<file path="config.mk">
export PLATFORM = sky130hd
export DESIGN_NAME = led_matrix_pixel_mapper
export DESIGN_NICKNAME = d
export VERILOG_FILES = /design/src/sv/lmpm_pkg.sv /design/src/sv/led_matrix_pixel_mapper.sv /design/src/sv/lmpm_palette_ram.sv /design/src/sv/lmpm_expand.sv
export SDC_FILE = /design/constraint.sdc
export NUM_CORES = 2
export LEC_CHECK = 0
export BUFFER_PORTS_ARGS = -buffer_cell sky130_fd_sc_hd__buf_2
export CORE_ASPECT_RATIO = 0.75
export CORE_MARGIN = 4
export CORE_UTILIZATION = 60
export DETAILED_ROUTE_END_ITERATION = 6
export GPL_TIMING_DRIVEN = 0
export PLACE_DENSITY = 0.74
export SYNTH_ARGS = -nofsm -noshare
export SYNTH_HDL_FRONTEND = slang
export SYNTH_HIERARCHICAL = 1
export SYNTH_SLANG_ARGS = --single-unit
</file>
<file path="constraint.sdc">
create_clock -name clk -period 9.15 [get_ports clk]
set_input_delay 0.4575 -clock clk [delete_from_list [all_inputs] [get_ports clk]]
set_output_delay 0.4575 -clock clk [all_outputs]
set_load 0.01 [all_outputs]
</file>
<file path="src/sv/lmpm_pkg.sv">
`timescale 1ns / 1ps
// ----------------------------------------------------------------------------
// lmpm_pkg
// Shared constants, types and color expansion functions of the LED matrix
// pixel mapper.
// ----------------------------------------------------------------------------
package lmpm_pkg;

  localparam int Columns    = 32;
  localparam int Rows       = 8;
  localparam int PalEntries = 256;

  localparam int PalAddrW = 8;
  localparam int ColorW   = 16;
  localparam int LedW     = 8;

  // Request codes.
  localparam logic [1:0] ReqPalWrite = 2'd0;
  localparam logic [1:0] ReqIndexed  = 2'd1;
  localparam logic [1:0] ReqDirect   = 2'd2;

  // Configuration register indexes.
  localparam logic CfgTranspEnable = 1'b0;
  localparam logic CfgTranspIndex  = 1'b1;

  // Scaled reciprocals of 31 and 63 with a 20-bit fraction; the error stays
  // below one step of the truncated quotient over the whole input range.
  localparam logic [31:0] Recip5 = 32'd33826;
  localparam logic [31:0] Recip6 = 32'd16645;

  typedef struct packed {
    logic [LedW-1:0]   led;
    logic              opaque;
    logic              from_palette;
    logic              pal_hit;
    logic [ColorW-1:0] color;
  } pix_t;

  // v * 255 / 31, truncated.
  function automatic logic [7:0] exp5(input logic [4:0] v);
    logic [12:0] scaled;
    logic [31:0] prod;
    scaled = {v, 8'd0} - 13'(v);
    prod   = 32'(scaled) * Recip5;
    return prod[27:20];
  endfunction

  // v * 255 / 63, truncated.
  function automatic logic [7:0] exp6(input logic [5:0] v);
    logic [13:0] scaled;
    logic [31:0] prod;
    scaled = {v, 8'd0} - 14'(v);
    prod   = 32'(scaled) * Recip6;
    return prod[27:20];
  endfunction

endpackage

</file>
<file path="src/sv/led_matrix_pixel_mapper.sv">
`timescale 1ns / 1ps
// ----------------------------------------------------------------------------
// led_matrix_pixel_mapper
// Maps palette loads and pixel draws onto a column-serpentine LED matrix.
// ----------------------------------------------------------------------------
// The block takes one item per clock while in_stall is low. An item passes
// the pixel stage, which registers the synchronous palette read and the
// position mapping, then the RGB565 to RGB888 expansion into the output
// register. Palette loads and pixels outside the matrix give no result. A
// palette load is written at the edge where it is accepted, so a draw accepted
// in the very next cycle already sees the new entry. Stall from the output
// side propagates back to in_stall only when both pipeline stages are full.
module led_matrix_pixel_mapper (
  input  logic               clk,
  input  logic               rst,
  input  logic               cfg_write,
  input  logic               cfg_index,
  input  logic [7:0]         cfg_data,
  input  logic               in_valid,
  output logic               in_stall,
  input  logic [1:0]         req_type,
  input  logic signed [15:0] pos_x,
  input  logic signed [15:0] pos_y,
  input  logic [7:0]         pixel_index,
  input  logic [15:0]        color565,
  output logic               out_valid,
  input  logic               out_stall,
  output logic [7:0]         led_index,
  output logic [7:0]         red,
  output logic [7:0]         green,
  output logic [7:0]         blue,
  output logic [7:0]         alpha
);

  logic                        transp_enable;
  logic [7:0]                  transp_index;
  logic                        accept;
  logic                        is_draw;
  logic                        in_matrix;
  logic                        pal_hit;
  logic [7:0]                  row_off;
  logic                        s1_valid;
  lmpm_pkg::pix_t              s1_pix;
  lmpm_pkg::pix_t              pix_next;
  logic                        take;
  logic [lmpm_pkg::ColorW-1:0] pal_data;

  always_ff @(posedge clk) begin
    if (rst) begin
      transp_enable <= 1'b0;
      transp_index  <= 8'd0;
    end else if (cfg_write) begin
      case (cfg_index)
        lmpm_pkg::CfgTranspEnable: transp_enable <= cfg_data[0];
        lmpm_pkg::CfgTranspIndex:  transp_index  <= cfg_data;
        default: ;
      endcase
    end
  end

  assign in_stall  = s1_valid && !take;
  assign accept    = in_valid && !in_stall;
  assign is_draw   = (req_type == lmpm_pkg::ReqIndexed) || (req_type == lmpm_pkg::ReqDirect);
  assign in_matrix = !pos_x[15] && !pos_y[15]
                  && ($unsigned(pos_x) < 16'(lmpm_pkg::Columns))
                  && ($unsigned(pos_y) < 16'(lmpm_pkg::Rows));
  assign pal_hit   = {1'b0, pixel_index} < 9'(lmpm_pkg::PalEntries);

  // Even columns count upward from the bottom row.
  assign row_off = pos_x[0] ? pos_y[7:0] : 8'(lmpm_pkg::Rows - 1) - pos_y[7:0];

  always_comb begin
    pix_next.led          = 8'(pos_x[7:0] * 8'(lmpm_pkg::Rows)) + row_off;
    pix_next.from_palette = (req_type == lmpm_pkg::ReqIndexed);
    pix_next.opaque       = (req_type == lmpm_pkg::ReqIndexed)
                         && !(transp_enable && (pixel_index == transp_index));
    pix_next.pal_hit      = pal_hit;
    pix_next.color        = color565;
  end

  lmpm_palette_ram u_ram (
    .clk     (clk),
    .wr_en   (accept && (req_type == lmpm_pkg::ReqPalWrite) && pal_hit),
    .wr_addr (pixel_index),
    .wr_data (color565),
    .rd_en   (accept && (req_type == lmpm_pkg::ReqIndexed) && pal_hit),
    .rd_addr (pixel_index),
    .rd_data (pal_data)
  );

  always_ff @(posedge clk) begin
    if (rst) begin
      s1_valid <= 1'b0;
    end else if (!s1_valid || take) begin
      s1_valid <= accept && is_draw && in_matrix;
    end
  end

  always_ff @(posedge clk) begin
    if (accept) begin
      s1_pix <= pix_next;
    end
  end

  lmpm_expand u_expand (
    .clk       (clk),
    .rst       (rst),
    .pix_valid (s1_valid),
    .pix       (s1_pix),
    .pal_data  (pal_data),
    .take      (take),
    .out_valid (out_valid),
    .out_stall (out_stall),
    .led_index (led_index),
    .red       (red),
    .green     (green),
    .blue      (blue),
    .alpha     (alpha)
  );

  // A palette load never reaches the pixel stage.
  assert property (@(posedge clk) disable iff (rst)
    accept && (req_type == lmpm_pkg::ReqPalWrite) |=> !s1_valid)
    else $error("palette load entered the pixel stage");

  // A pixel held by a stalled output stage keeps its contents.
  assert property (@(posedge clk) disable iff (rst)
    s1_valid && !take |=> s1_valid && $stable(s1_pix))
    else $error("held pixel changed while output stalled");

  // A new result only comes from a full pixel stage.
  assert property (@(posedge clk) disable iff (rst)
    $rose(out_valid) |-> $past(s1_valid))
    else $error("result appeared without a pixel in flight");

  // Input stall only when the pixel stage is occupied.
  assert property (@(posedge clk) disable iff (rst)
    in_stall |-> s1_valid && out_valid)
    else $error("input stalled with room in the pipeline");

endmodule

</file>
<file path="src/sv/lmpm_palette_ram.sv">
`timescale 1ns / 1ps
// ----------------------------------------------------------------------------
// lmpm_palette_ram
// Single-port-write, single-port-read palette memory with registered read
// data. The read data holds until the next read.
// ----------------------------------------------------------------------------
module lmpm_palette_ram (
  input  logic                         clk,
  input  logic                         wr_en,
  input  logic [lmpm_pkg::PalAddrW-1:0] wr_addr,
  input  logic [lmpm_pkg::ColorW-1:0]   wr_data,
  input  logic                         rd_en,
  input  logic [lmpm_pkg::PalAddrW-1:0] rd_addr,
  output logic [lmpm_pkg::ColorW-1:0]   rd_data
);

  logic [lmpm_pkg::ColorW-1:0] mem [lmpm_pkg::PalEntries];

  always_ff @(posedge clk) begin
    if (wr_en) begin
      mem[wr_addr] <= wr_data;
    end
  end

  always_ff @(posedge clk) begin
    if (rd_en) begin
      rd_data <= mem[rd_addr];
    end
  end

endmodule

</file>
<file path="src/sv/lmpm_expand.sv">
`timescale 1ns / 1ps
// ----------------------------------------------------------------------------
// lmpm_expand
// Output stage: selects the pixel color, expands RGB565 to RGB888 and holds
// the result item in the output register until it is taken.
// ----------------------------------------------------------------------------
module lmpm_expand (
  input  logic                       clk,
  input  logic                       rst,
  input  logic                       pix_valid,
  input  lmpm_pkg::pix_t             pix,
  input  logic [lmpm_pkg::ColorW-1:0] pal_data,
  output logic                       take,
  output logic                       out_valid,
  input  logic                       out_stall,
  output logic [7:0]                 led_index,
  output logic [7:0]                 red,
  output logic [7:0]                 green,
  output logic [7:0]                 blue,
  output logic [7:0]                 alpha
);

  logic [lmpm_pkg::ColorW-1:0] color;

  assign take = !out_valid || !out_stall;

  always_comb begin
    if (!pix.from_palette) begin
      color = pix.color;
    end else if (pix.pal_hit) begin
      color = pal_data;
    end else begin
      color = '0;
    end
  end

  always_ff @(posedge clk) begin
    if (rst) begin
      out_valid <= 1'b0;
    end else if (take) begin
      out_valid <= pix_valid;
    end
  end

  always_ff @(posedge clk) begin
    if (take && pix_valid) begin
      led_index <= pix.led;
      red       <= lmpm_pkg::exp5(color[15:11]);
      green     <= lmpm_pkg::exp6(color[10:5]);
      blue      <= lmpm_pkg::exp5(color[4:0]);
      alpha     <= pix.opaque ? 8'd255 : 8'd0;
    end
  end

endmodule

</file>
Word level (Yosys, flattened, before mapping)
Memory sizes are Yosys's and may differ from the RTL's. A register that Yosys moved wholly into a read port is not among the register bits.
Index checks and enable logic that the tools add are counted.
{"block": "word_totals", "inputBits": 72, "regBits": 77, "elab_cells": 59, "ram_bits": 4096, "memories": 1, "output_inout_bits": 42}
{"block": "classes", "add_sub_neg": 5, "bitwise_logic": 1, "order_cmp": 2, "n_eq_ne": 3, "mux": 5, "reduce_logical": 26, "multipliers": 3}
{"memory": "u_ram.mem", "words": 256, "width": 16, "read_ports": 1, "rd_clocked_by_memory_dff": 1, "write_ports": 1, "line": "lmpm_palette_ram.sv:17", "source": "logic [lmpm_pkg::ColorW-1:0] mem [lmpm_pkg::PalEntries];"}
{"cell": "multiplier 13 x 15 -> 27 bit (second input constant)", "count": 2}
{"cell": "multiplier 14 x 15 -> 28 bit (second input constant)", "count": 1}
{"cell": "subtractor 13 x 5 -> 13 bit", "count": 2}
{"cell": "< comparator 16 x 4 -> 1 bit (second input constant)", "count": 1}
{"cell": "< comparator 16 x 6 -> 1 bit (second input constant)", "count": 1}
{"cell": "2-to-1 mux 16 bit", "count": 1}
{"cell": "2-to-1 mux 8 bit", "count": 2}
{"cell": "subtractor 14 x 6 -> 14 bit", "count": 1}
{"cell": "logical AND 1 bit", "count": 12}
{"cell": "adder 8 bit", "count": 1}
{"cell": "equality test 8 bit", "count": 1}
{"cell": "logical NOT 1 bit", "count": 8}
{"cell": "subtractor 3 x 8 -> 8 bit (first input constant)", "count": 1}
{"cell": "AND reduction 2 bit", "count": 2}
{"cell": "logical OR 1 bit", "count": 3}
{"cell": "equality test 2 x 1 -> 1 bit (second input constant)", "count": 1}
{"cell": "equality test 2 bit (second input constant)", "count": 1}
{"cell": "logical NOT 2 bit", "count": 1}
{"cell": "2-to-1 mux 1 bit", "count": 2}
{"cell": "NOT 1 bit", "count": 1}

Depth between registers and ports, before layout
{"block": "logic_depth", "word_depth": 9, "depth_mapped": 23, "depth_no_buf": 21}

By module
Netlist, hierarchy kept.
{"module": "lmpm_palette_ram", "seq_area_each_um2": 123478.4, "cells_per_inst": 7360, "n_inst": 1, "area_each_um2": 158874.9}
{"module": "lmpm_expand", "seq_area_each_um2": 1011.0, "cells_per_inst": 680, "n_inst": 1, "area_each_um2": 6463.7}
{"module": "led_matrix_pixel_mapper", "seq_area_each_um2": 980.9, "cells_per_inst": 128, "n_inst": 1, "area_each_um2": 1616.6}

Worst setup path after synthesis
No wires, ideal clock.
{"block": "synth_path", "path_kind": "register to register", "startpoint": "reg s1_pix[17] (netlist bit)", "endpoint": "reg u_expand.green[7] (data pin)", "path_stages_with_launch": 20, "setup_ns": 0.268, "synth_period_minus_slack_ns": 5.183, "setup_slack_ns": 3.967, "arrival_time_ns": 4.915, "path_cell_list": "edfxtp_1 and3_1 nor2_1 ha_1 and3_1 mux2i_4 ha_1 inv_1 fa_1 fa_1 inv_1 ha_1 ha_1 ha_1 nand2_1 nor2_1 nand4_1 a211oi_2 o311ai_0 xnor2_1"}
{"block": "synth_between", "elab_chain_cells": 3}
{"element": "from (decl)", "line": "led_matrix_pixel_mapper.sv:43", "source": "lmpm_pkg::pix_t s1_pix;"}
{"element": "from (signal assigned)", "line": "led_matrix_pixel_mapper.sv:101", "source": "s1_pix <= pix_next;"}
{"element": "2-to-1 mux 16 bit", "line": "lmpm_expand.sv:28", "source": "if (!pix.from_palette) begin"}
{"element": "subtractor 14 x 6 -> 14 bit", "line": "lmpm_pkg.sv:52", "source": "scaled = {v, 8'd0} - 14'(v);"}
{"element": "multiplier 14 x 15 -> 28 bit", "line": "lmpm_pkg.sv:53", "source": "prod = 32'(scaled) * Recip6;"}
{"element": "to (signal assigned)", "line": "lmpm_expand.sv:49", "source": "green <= lmpm_pkg::exp6(color[10:5]);"}
{"element": "to (decl)", "line": "lmpm_expand.sv:18", "source": "output logic [7:0] green,"}
No other way between the ends.
A chain may end at the register's enable or synchronous reset.

==> out/metrics.cfg <==
[place]
dpl.hpwl_um=353400
io_buffers=111
gp_congestion=1.074

[floorplan]
die_x_um=617.1
die_y_um=464.8
io_pins=114
initial_core_util_pct=60.39
core.rowCount=167
core_region_area_um2=276400
die_area_um2=286800

[pwr]
power_frac_comb_pct=9.7
clockPowerShare_pct=38.4
p_seq_share_pct=51.9
powerDensity_nw_per_um2=214.8
peakVddDrop_v=0.0001923
p_total_mw=40.75
power_switching_mw=9.544
p_leak_nw=61.31
p_sw_share_pct=23.42
intPower_mw=31.21

[run]
max_cap_viol_count=11

[clocking]
cts_buffers=384
cts_setup_buffers=0
cts_num_sinks=4182
cts_hold_buf=39
max-clock-path-buffers=4
cts_tree=done
htreeDepth=5
insertion_delay_ns=0.94
cts.clk_slew.worst_paths_ns=0.07
root_buffer=clkbuf_16
ctsResizeCount=0

[detailed_routing]
vias=93250
drt-vias-per-instance=7.184
drtIter0Drc=17300
wl_per_cell_um=39.91
first_pass_iters=7
wl_um=518100
ant_nets=0
drc=67

[yosys]
synth_area_per_cell_um2=20.44
synth-seq-cells=4182
yosysTopAreaCell=edfxtp_1
synthArstFlopShare_pct=0
yosysWarnings=6
synth_top_area_share_pct=75.02
ys_seq_area_share_pct=75.15
syn_area_um2=167000
netlist_instances=8168
synthTopCellsByArea=edfxtp_1 (75%), mux4_2 (11%), mux2i_1 (3.4%), ha_1 (1.5%), o221ai_1 (1.3%)
synth_edf_count=4171
synth_top_flop_cell=edfxtp_1
yosys.cell_types.count=93

[final_layout]
drive_gt1_share_pct=24.72
area_delta_synth_final_pct=13.60
post-route-util_pct=68.61
fin_nets=9234

[timing]
rsz0062_at_grt=no
clock_skew_ns=0.05251
hold_viol=0
post-route-period-util_pct=71.39
fmax_mhz=153.1
setup_tns_ns=0
tightest_slew_ns=1.654
drv_slew=78
fin_crit_ns=6.533
slew_headroom_pct=-10.63
finalSetupViolations=0
finalHoldWorstSlack_ns=0.04972

[worst_setup_path]
worstSetupEndpointType=flop
critical_path_required_ns=9.62
r2r_end=u_expand/blue[6]$_DFFE_PP_
r2r-start=s1_pix[17]$_DFFE_PP_
rr_worst_depth=21
critical_path.max_fanout=11
r2r_slack_ns=2.84
crit_type=primary input to flop
crit_arrival_ns=7.00
start_kind=primary input

[worst_hold_path]
min_from=color565[12]
hold_path_depth=1
hold_path_end=u_ram/mem[190][12]$_DFFE_PP_
holdCritPathClass=primary input to flop

[global_route]
overflow=0
grt_pass1_vias=87650
antenna_found_initial=22
grt_start_max_net_pins=145
grt_pass1_wl_um=709400
grt_usage_pct=36.03

[outcome]
violations=design-rule violations, max-capacitance violations, max-slew violations
outcome=finished, violations left

## cell usage in the layout, fill, tap and decap left out, types with 190 or more instances in the layout
master,instances
ha_1,200
mux2i_1,568
nor2_2,251
clkbuf_1,288
a21oi_1,226
o221ai_1,252
edfxtp_1,4171
buf_8,190
clkbuf_16,390
mux4_2,797
## stage by stage
step	std cells	setup WS, ns	instance area, µm²
finish	12980	2.617	189700
global route	12970	2.522	189600
CTS	12960	2.920	189500
detailed placement	12230	2.551	177100
global placement	12000	1.749	172200
floorplan	8169	3.967	167000
## power by group through the flow
stage,registers [mW],logic [mW],clock network (mW)
floorplan,21.6,2.21,0
global placement,21.6,3.62,0
detailed placement,21.6,3.77,0
CTS,21.1,3.82,15.8
global route,21.1,4.20,16.6
finish,21.1,3.94,15.7
## state kept, by name, indices dropped and copies added, names as in the netlist
signal / cells
u_ram/mem: 4096
transp_enable: 1
u_ram/rd_data: 16
s1_valid: 1
u_expand/led_index: 8
u_expand/out_valid: 1
u_expand/blue: 8
u_expand/alpha: 1
transp_index: 8
s1_pix: 26
u_expand/green: 8
u_expand/red: 8
## metal layers
metal / up-vias / GRT usage [%] / wire length, µm
met5: - / 0.8356 / 389
met4: 10 / 12.28 / 22500
met3: 1125 / 18.49 / 99930
met2: 8099 / 47.21 / 208600
met1: 48230 / 52.14 / 186700
li1: 35790 / - / -
## final cells by class
| class | count | area [µm²] |
|---|---|---|
| plain buffers | 470 | 2826 |
| inverters | 95 | 356.6 |
| flip-flops and latches | 4182 | 125500 |
| multi-input cells | 3422 | 39100 |
| diodes | 16 | 40.04 |
| fillers | 16870 | 86770 |
| clock inverters | 229 | 2016 |
| clock buffers | 468 | 10050 |
| repair buffers | 381 | 5157 |
| well taps | 3718 | 4652 |
## worst max-delay path by stage
stage | start | endpoint | slack (ns) | depth (start not counted)
after global placement | pixel_index[2] | u_ram/rd_data[12]$_DFFE_PP_ | 1.75 | 9
after CTS | s1_pix[17]$_DFFE_PP_ | u_expand/blue[6]$_DFFE_PP_ | 2.92 | 21
final | pixel_index[2] | u_ram/rd_data[8]$_DFFE_PP_ | 2.62 | 9
after global routing | s1_pix[17]$_DFFE_PP_ | u_expand/blue[6]$_DFFE_PP_ | 2.52 | 21
after detailed placement | pixel_index[2] | u_ram/rd_data[3]$_DFFE_PP_ | 2.55 | 9
after floorplan | s1_pix[17]$_DFFE_PP_ | u_expand/green[7]$_DFFE_PP_ | 3.97 | 19
## Yosys cell counts (90+ instances only)
library cell	instances
a21oi_1	226
clkbuf_1	234
edfxtp_1	4171
ha_1	200
inv_1	94
mux2_2	90
mux2i_1	568
mux4_2	797
nor2_1	343
nor3_1	105
o221ai_1	252
o22ai_1	148
## logic make-up (layout without fill, tap and decap cells)
kind of cell               Yosys count  in the layout  share of synthesized area (%)
DFF                               4182           4182                          75.15
muxes                             1457           1457                          14.79
AOI/OAI and AO/OA                  937            937                          3.989
and+or+nand+nor                    755            755                          2.133
buffers and inverters              565           1643                          1.886
adders and majority gates          226            226                          1.811
xor gates and xnor gates            45             45                         0.2361
other                                1             18                       0.002246
## worst max-delay path: stages
cell and delay [ns]:
buf_2 0.23, buf_2 0.39, clkbuf_2 0.76, clkbuf_1 1.14, clkbuf_1 0.72, a21oi_1 0.14, o31ai_1 1.11, o32ai_1 0.53
nor4_1 1.41
Power figures use the tool's default switching activity.
